## config.mk

```make
export PLATFORM = sky130hd
export DESIGN_NAME = sensor_frame_checksum_decoder
export DESIGN_NICKNAME = d
export VERILOG_FILES = /design/src/hw/rtl/sfcd_pkg.sv /design/src/hw/rtl/sfcd_frame.sv /design/src/hw/rtl/sensor_frame_checksum_decoder.sv
export VERILOG_INCLUDE_DIRS = /design/src /design/src/hw/rtl
export SDC_FILE = /design/constraint.sdc
export NUM_CORES = 1
export LEC_CHECK = 0
export ABC_AREA = 1
export BUFFER_PORTS_ARGS = -buffer_cell sky130_fd_sc_hd__clkbuf_2
export CAP_MARGIN = 20
export CELL_PAD_IN_SITES_DETAIL_PLACEMENT = 0
export CELL_PAD_IN_SITES_GLOBAL_PLACEMENT = 1
export CORE_ASPECT_RATIO = 2
export CORE_UTILIZATION = 40
export CTS_CLUSTER_DIAMETER = 30
export DETAILED_ROUTE_END_ITERATION = 16
export PLACE_DENSITY = 0.72
export SETUP_SLACK_MARGIN = 0.02
export SYNTH_ARGS = -nofsm -noshare
export SYNTH_HDL_FRONTEND = slang
export SYNTH_SLANG_ARGS = --single-unit
```

## constraint.sdc

```tcl
create_clock -name clk -period 2.8 [get_ports clk]
set_clock_uncertainty 0.05 [all_clocks]
set_input_delay 0.14 -clock clk [delete_from_list [all_inputs] [get_ports clk]]
set_output_delay 0.14 -clock clk [all_outputs]
set_load 0.005 [all_outputs]
```

## src/hw/rtl/sensor_frame_checksum_decoder_assert.svh

```systemverilog
// ----------------------------------------------------------------------------
// Assertion macros
// Concurrent assertion shorthands used by the decoder top-level RTL.
// ----------------------------------------------------------------------------
`ifndef SENSOR_FRAME_CHECKSUM_DECODER_ASSERT_SVH
`define SENSOR_FRAME_CHECKSUM_DECODER_ASSERT_SVH

// same-cycle implication, checked at every rising edge out of reset
`define SFCD_ASSERT_NOW(label, clk, rst_n, ante, cons) \
	label: assert property (@(posedge clk) disable iff (!rst_n) (ante) |-> (cons)) \
		else $error("sfcd assertion failed");

// next-cycle implication
`define SFCD_ASSERT_NEXT(label, clk, rst_n, ante, cons) \
	label: assert property (@(posedge clk) disable iff (!rst_n) (ante) |=> (cons)) \
		else $error("sfcd assertion failed");

`endif

```

## src/hw/rtl/sfcd_pkg.sv

```systemverilog
// ----------------------------------------------------------------------------
// sfcd_pkg
// Types and constants of the sensor frame checksum decoder.
// ----------------------------------------------------------------------------
package sfcd_pkg;

	localparam int unsigned COUNT_W = 5;
	localparam logic [COUNT_W-1:0] COUNT_MAX = 5'd31;
	localparam logic [7:0] HDR_BYTE = 8'h25;
	localparam logic [7:0] BAT_MASK = 8'h08;

	typedef enum logic [1:0] {
		ST_OK     = 2'd0,
		ST_LENGTH = 2'd1,
		ST_HEADER = 2'd2,
		ST_SUM    = 2'd3
	} sfcd_status_t;

	typedef struct packed {
		sfcd_status_t       status;
		logic               frame_valid;
		logic [7:0]         sensor_id;
		logic               battery_low;
		logic signed [15:0] temperature_tenths;
		logic [7:0]         humidity;
		logic [15:0]        pressure_tenths;
		logic [7:0]         received_checksum;
	} sfcd_result_t;

endpackage

```

## src/hw/rtl/sfcd_frame.sv

```systemverilog
// ----------------------------------------------------------------------------
// sfcd_frame
// Per-frame state: byte count, running sum and captured fields, plus the
// end-of-frame checks that form the result for the final byte.
// ----------------------------------------------------------------------------
module sfcd_frame #(
	parameter int unsigned FRAME_LEN = 10
) (
	input  logic                  clk,
	input  logic                  arst_n,
	input  logic                  step,
	input  logic [7:0]            data_byte,
	input  logic                  last_byte,
	output sfcd_pkg::sfcd_result_t result
);
	import sfcd_pkg::*;

	localparam logic [COUNT_W-1:0] POS_HEADER = 5'd0;
	localparam logic [COUNT_W-1:0] POS_ID     = 5'd1;
	localparam logic [COUNT_W-1:0] POS_FLAGS  = 5'd2;
	localparam logic [COUNT_W-1:0] POS_TEMP_H = 5'd3;
	localparam logic [COUNT_W-1:0] POS_TEMP_L = 5'd4;
	localparam logic [COUNT_W-1:0] POS_HUM    = 5'd5;
	localparam logic [COUNT_W-1:0] POS_PRES_H = 5'd6;
	localparam logic [COUNT_W-1:0] POS_PRES_L = 5'd7;
	localparam logic [COUNT_W-1:0] LEN        = COUNT_W'(FRAME_LEN);

	logic [COUNT_W-1:0] count_q;
	logic [COUNT_W-1:0] count_next;
	logic [7:0]         sum_q;
	logic               header_ok_q;
	logic [7:0]         id_q;
	logic               battery_q;
	logic [15:0]        temp_q;
	logic [7:0]         hum_q;
	logic [15:0]        pres_q;
	sfcd_status_t       status;

	assign count_next = (count_q == COUNT_MAX) ? count_q : count_q + COUNT_W'(1);

	always_comb begin
		if (count_next != LEN) begin
			status = ST_LENGTH;
		end else if (!header_ok_q) begin
			status = ST_HEADER;
		end else if (sum_q != data_byte) begin
			status = ST_SUM;
		end else begin
			status = ST_OK;
		end
	end

	always_comb begin
		result = '0;
		result.status = status;
		result.frame_valid = (status == ST_OK);
		if (status == ST_OK) begin
			result.sensor_id = id_q;
			result.battery_low = battery_q;
			result.temperature_tenths = temp_q;
			result.humidity = hum_q;
			result.pressure_tenths = pres_q;
		end
		if (status == ST_OK || status == ST_SUM) begin
			result.received_checksum = data_byte;
		end
	end

	always_ff @(posedge clk or negedge arst_n) begin
		if (!arst_n) begin
			count_q <= '0;
			sum_q <= '0;
			header_ok_q <= 1'b0;
			id_q <= '0;
			battery_q <= 1'b0;
			temp_q <= '0;
			hum_q <= '0;
			pres_q <= '0;
		end else if (step) begin
			if (last_byte) begin
				count_q <= '0;
				sum_q <= '0;
				header_ok_q <= 1'b0;
				id_q <= '0;
				battery_q <= 1'b0;
				temp_q <= '0;
				hum_q <= '0;
				pres_q <= '0;
			end else begin
				count_q <= count_next;
				sum_q <= sum_q + data_byte;
				case (count_q)
					POS_HEADER: header_ok_q <= (data_byte == HDR_BYTE);
					POS_ID:     id_q <= data_byte;
					POS_FLAGS:  battery_q <= |(data_byte & BAT_MASK);
					POS_TEMP_H: temp_q[15:8] <= data_byte;
					POS_TEMP_L: temp_q[7:0] <= data_byte;
					POS_HUM:    hum_q <= data_byte;
					POS_PRES_H: pres_q[15:8] <= data_byte;
					POS_PRES_L: pres_q[7:0] <= data_byte;
					default:    ;
				endcase
			end
		end
	end

endmodule

```

## src/hw/rtl/sensor_frame_checksum_decoder.sv

```systemverilog
// ----------------------------------------------------------------------------
// sensor_frame_checksum_decoder
// Decodes weather-sensor radio frames byte by byte and checks length,
// header and checksum, giving one result item per frame.
// ----------------------------------------------------------------------------
// Takes one frame byte per cycle on the slave side while s_tready is high, tlast on the final byte.
// Every byte passes an input register and is folded into the frame state as
// it leaves that register; the final byte loads the result register at that
// same edge, so a result item is offered on the master side once its final
// byte has left the input register. s_tready drops only
// while a final byte sits in the input register and the previous result has
// not been taken. Result fields other than status, frame_valid and the
// checksum read zero for a rejected frame; received_checksum also reads zero
// for length and header errors.
module sensor_frame_checksum_decoder #(
	parameter int unsigned FRAME_LEN = 10
) (
	input  logic        clk,
	input  logic        arst_n,
	input  logic        s_tvalid,
	output logic        s_tready,
	input  logic [7:0]  s_tdata,   // [7:0] data_byte
	input  logic        s_tlast,   // last_byte
	output logic        m_tvalid,
	input  logic        m_tready,
	output logic [63:0] m_tdata,   // [7:0] sensor_id, [8] battery_low,
	                               // [24:9] temperature_tenths, [32:25] humidity,
	                               // [48:33] pressure_tenths,
	                               // [56:49] received_checksum, [63:57] zero
	output logic [2:0]  m_tuser    // [1:0] status, [2] frame_valid
);
	import sfcd_pkg::*;

	`include "sensor_frame_checksum_decoder_assert.svh"

	logic         valid_s1;
	logic [7:0]   byte_s1;
	logic         last_s1;
	logic         advance;
	logic         out_valid_q;
	sfcd_result_t out_q;
	sfcd_result_t result;

	assign advance  = valid_s1 && (!last_s1 || !out_valid_q || m_tready);
	assign s_tready = !valid_s1 || advance;

	always_ff @(posedge clk or negedge arst_n) begin
		if (!arst_n) begin
			valid_s1 <= 1'b0;
		end else if (s_tready) begin
			valid_s1 <= s_tvalid;
		end
	end

	always_ff @(posedge clk) begin
		if (s_tready && s_tvalid) begin
			byte_s1 <= s_tdata;
			last_s1 <= s_tlast;
		end
	end

	sfcd_frame #(
		.FRAME_LEN(FRAME_LEN)
	) u_frame (
		.clk      (clk),
		.arst_n   (arst_n),
		.step     (advance),
		.data_byte(byte_s1),
		.last_byte(last_s1),
		.result   (result)
	);

	always_ff @(posedge clk or negedge arst_n) begin
		if (!arst_n) begin
			out_valid_q <= 1'b0;
		end else if (advance && last_s1) begin
			out_valid_q <= 1'b1;
		end else if (m_tready) begin
			out_valid_q <= 1'b0;
		end
	end

	always_ff @(posedge clk) begin
		if (advance && last_s1) begin
			out_q <= result;
		end
	end

	assign m_tvalid = out_valid_q;
	assign m_tdata  = {7'd0, out_q.received_checksum, out_q.pressure_tenths, out_q.humidity,
		out_q.temperature_tenths, out_q.battery_low, out_q.sensor_id};
	assign m_tuser  = {out_q.frame_valid, out_q.status};

	`SFCD_ASSERT_NOW(a_mid_byte_flows, clk, arst_n, valid_s1 && !last_s1, advance && s_tready)
	`SFCD_ASSERT_NOW(a_valid_matches_status, clk, arst_n, out_valid_q,
		out_q.frame_valid == (out_q.status == ST_OK))
	`SFCD_ASSERT_NOW(a_rejected_fields_zero, clk, arst_n, out_valid_q && !out_q.frame_valid,
		out_q.sensor_id == 8'd0 && out_q.temperature_tenths == 16'sd0 &&
		out_q.pressure_tenths == 16'd0)
	`SFCD_ASSERT_NOW(a_checksum_zero_on_frame_error, clk, arst_n,
		out_valid_q && (out_q.status == ST_LENGTH || out_q.status == ST_HEADER),
		out_q.received_checksum == 8'd0)
	`SFCD_ASSERT_NEXT(a_final_byte_gives_result, clk, arst_n, advance && last_s1, out_valid_q)

endmodule
```

==> Flow_metrics.wiki <==
{| class="wikitable"
! Metric !! Value
|-
| TritonRoute pass-1 iters || 6
|-
| Number of antenna repair diodes || 0
|-
| Yosys warns || 0
|-
| Max-cap viol count || 0
|-
| Min-Delay Path Class || input pin to register
|-
| Initial antenna violation count || 0
|-
| Initial Utilization || 0.411
|-
| Worst path depth || 6
|-
| Share of layout cells above drive strength 1 || 0.210
|-
| Chip height || roughly 170 um
|-
| Number of top-level design ports || 82
|-
| Total global routing overflow || 0
|-
| Floorplan core area || 14000 sq um
|-
| Period utilisation layout || 0.776
|-
| Highest Clock Rate || about 460 MHz
|-
| NumNets Final || between 600 and 700
|-
| FF-to-FF path depth || 6
|-
| Proportion of power drawn by flip-flops and latches || 0.459
|-
| All-layer global routing usage || 0.172
|-
| Number of buffers created by CTS || 17
|-
| Highest net fanout along the worst path || 23
|-
| Type of the worst setup path || register to register
|-
| CTS root buf || sky130_fd_sc_hd__clkbuf_16
|-
| Number of buffer and inverter instances along the worst setup path || 3
|-
| Die Area || 14900 sq um
|-
| Leak Pwr || approximately 3.1 nW
|-
| Largest net degree at the start of global routing || 66
|-
| Syn Inst Count || approximately 540
|-
| Arrival time reported for the critical path endpoint || between 2000 and 2500 ps
|-
| RSZ-0062 raised after global routing || no
|-
| Die Wd || 86.7 um
|-
| Placement Rows || 61
|-
| Number of distinct library cell variants in the gate-level netlist after synthesis || 35
|-
| Combinational family with the most area after synthesis || simple AND/OR/NAND/NOR gates
|-
| Transition time at the pin with the least slew margin || approximately 850 ps
|-
| Worst skew pair latency || 410 ps
|-
| Final WL || 11400 um
|-
| Switch share || 0.275
|-
| Mux contribution to synthesized area || 0
|-
| Per-instance average area after synthesis || between 10 and 15 sq um
|-
| Simple-gate area share of the yosys netlist || 0.154
|-
| Highest-delay cell along the critical path || sky130_fd_sc_hd__edfxtp_1
|-
| Clock tree from TritonCTS || built
|-
| Final critical delay including setup and external delays || 2170 ps
|-
| Synth Area in Compound Gates || 0.0760
|-
| Internal power || approximately 3.8 mW
|-
| P&R area growth vs syn || 20.1%
|-
| Level count of the clock H-tree || 4
|-
| Commonest cells after routing, fill and taps aside || sky130_fd_sc_hd__nand2_1 (90), sky130_fd_sc_hd__inv_1 (82), sky130_fd_sc_hd__clkbuf_2 (74)
|-
| Most common cell type on the critical path || sky130_fd_sc_hd__inv_2
|-
| Category of cells accounting for the largest share of critical-path delay || flip-flops
|-
| Proportion of synthesized chip area in sequential cells || 0.644
|-
| Remaining antenna violation count || 0
|-
| Synthesized area || around 5700 sq um
|-
| Worst slew margin relative to its limit || 0.433
|-
| Number of global-route vias before repair || around 3900
|-
| Largest voltage drop on the vdd net || roughly 0.00047 V
|-
| IO buf count || 74
|-
| Switching power summed over all nets || around 1.4 mW
|-
| Vias per cell || 4.60
|-
| Flop and latch count out of synthesis || roughly 130
|-
| Share of synthesized registers carrying an async set or reset || 0.485
|-
| Startpoint type of the worst setup path || register
|-
| Iteration-0 DRC Markers || approximately 200
|-
| Final count of negative-setup-slack endpoints || 0
|-
| Crit path capture type || register
|-
| Adder-cell share of the synthesized area || 0.0296
|-
| Final hold viol count || 0
|-
| Maximum buffer depth of the clock tree || 2
|-
| Clock-pin slew on the worst setup and hold paths || ~60 ps
|-
| Hold Path Depth || 2
|-
| Run status || finished, final reports clean
|-
| Final number of max-transition violations || 0
|-
| Final HPWL DP || approximately 8000 um
|-
| Final GP Congestion || 0.844
|-
| Clock power frac || 0.395
|-
| Most frequent standard cell in the layout excluding fill and tap cells || sky130_fd_sc_hd__nand2_1
|-
| Via count || approximately 3800
|-
| Peak per-stage delay on the critical path || roughly 640 ps
|-
| Average detailed-routed wire length per instance || 13.7 um
|-
| Data required time of the critical path || 2830 ps
|-
| Xor/xnor share of the synthesized area || 0.00610
|-
| Power share of the combinational group || 0.146
|-
| Global-route wire length before repair || 19000 um
|-
| Clock sink total || between 100 and 150
|-
| Total power || 5.26 mW
|-
| DRC violations left || 0
|-
| Cell-by-cell trace of the critical path || nand3_1, nand2_4, inv_2, nand2_2, inv_2, buf_4
|-
| Power Dens Cells || about 760 nW/um^2
|-
| Summed negative setup slack over all endpoints || 0 ps
|-
| Synth Flop Type || sky130_fd_sc_hd__edfxtp_1
|-
| Number of enable-type register cells in the synthesized netlist || between 60 and 70
|}
==> per-layer routing <==
metal | GRT usage | vias up | wire [um] | part of all wire
met3 | 0.0355 | 23 | 319 | 0.028
met1 | 0.178 | 1818 | 4340 | 0.38
met5 | 0 | - | 0 | 0
li1 | - | 1908 | - | -
met4 | 0.0920 | 0 | 347 | 0.030
met2 | 0.319 | 79 | 6450 | 0.56
==> flip-flops by register name, indices dropped and copies added (netlist names) <==
register,cells
u_frame.header_ok_q,1
valid_s1,1
m_tuser,3
m_tdata,57
u_frame.battery_q,1
last_s1,1
byte_s1,8
u_frame.sum_q,8
u_frame.temp_q,16
u_frame.id_q,8
u_frame.hum_q,8
u_frame.pres_q,16
u_frame.count_q,5
m_tvalid,1
==> power by group through the flow <==
stage | Sequential [mW] | Combinational (mW) | Clock (mW)
global route | 2.44 | 0.888 | 2.20
finish | 2.41 | 0.768 | 2.08
CTS | 2.42 | 0.781 | 2.12
floorplan | 2.42 | 0.566 | 0
detailed placement | 2.45 | 0.759 | 0
global placement | 2.44 | 0.750 | 0
==> stage by stage <==
| step | util | hold WS, ps | instances | instance area (sq um) | setup WS [ps] |
|---|---|---|---|---|---|
| after CTS | 0.494 | 379 | 833 | 6900 | 592 |
| after global placement | 0.446 | 267 | 789 | 6220 | 628 |
| final | 0.494 | 400 | 833 | 6900 | 629 |
| after floorplan | - | -206 | 544 | 5770 | 185 |
| after global routing | 0.494 | 391 | 833 | 6900 | 453 |
| after detailed placement | 0.446 | 269 | 789 | 6220 | 604 |
==> timing repair <==
action	CTS	global route
setup buffers	0	0
endpoints found under the hold margin	76	0
hold buffers	12	0
resized for setup	0	0
==> cells by family after synthesis <==
group,after synthesis
adder cells (fa/ha/maj),13
AND/OR/NAND/NOR,205
buffers and inverters,108
XOR/XNOR,4
other,1
AO/OA/AOI/OAI,73
flip-flops,134
==> synth_stat cells (2+ instances only) <==
library cell | count | area share
sky130_fd_sc_hd__nand2_4 | 2 | 0.0039
sky130_fd_sc_hd__nand3_1 | 17 | 0.015
sky130_fd_sc_hd__buf_4 | 10 | 0.013
sky130_fd_sc_hd__a22o_1 | 3 | 0.0046
sky130_fd_sc_hd__a21oi_2 | 2 | 0.0031
sky130_fd_sc_hd__buf_2 | 3 | 0.0026
sky130_fd_sc_hd__buf_6 | 9 | 0.018
sky130_fd_sc_hd__inv_2 | 2 | 0.0013
sky130_fd_sc_hd__nand2_1 | 90 | 0.059
sky130_fd_sc_hd__a21oi_1 | 6 | 0.0052
sky130_fd_sc_hd__ha_1 | 12 | 0.026
sky130_fd_sc_hd__nor3_1 | 3 | 0.0026
sky130_fd_sc_hd__xnor2_1 | 3 | 0.0046
sky130_fd_sc_hd__a21oi_4 | 4 | 0.011
sky130_fd_sc_hd__edfxtp_1 | 69 | 0.36
sky130_fd_sc_hd__inv_1 | 83 | 0.054
sky130_fd_sc_hd__nor2_1 | 66 | 0.043
sky130_fd_sc_hd__dfrtp_1 | 65 | 0.28
sky130_fd_sc_hd__nor2_2 | 12 | 0.013
sky130_fd_sc_hd__o21ai_1 | 2 | 0.0017
sky130_fd_sc_hd__o21ai_0 | 53 | 0.046
sky130_fd_sc_hd__nand4_1 | 7 | 0.0076
sky130_fd_sc_hd__nand3b_1 | 3 | 0.0039
==> worst paths after layout <==
path / startpoint / end / slack (ps)
max in group asynchronous: arst_n / u_frame.pres_q[5]$_DFFE_PN0P_ / 1730
max reg2reg: last_s1$_DFFE_PP_ / m_tdata[2]$_SDFFCE_PP0P_ / 630
min reg2reg: u_frame.sum_q[5]$_DFFE_PN0P_ / u_frame.sum_q[5]$_DFFE_PN0P_ / 430
max: last_s1$_DFFE_PP_ / m_tdata[2]$_SDFFCE_PP0P_ / 630
min: s_tdata[1] / byte_s1[1]$_DFFE_PP_ / 400
min in group asynchronous: arst_n / u_frame.temp_q[11]$_DFFE_PN0P_ / 410
==> layout make-up <==
class	count	area, sq um
fillers	1283	7070
repair buffers	90	533
multi-input cells	302	1550
well taps	189	236
inverters	86	323
flip-flops and latches	134	3700
clock inverters	14	124
clock buffers	18	429
Power figures use the tool's default switching activity.
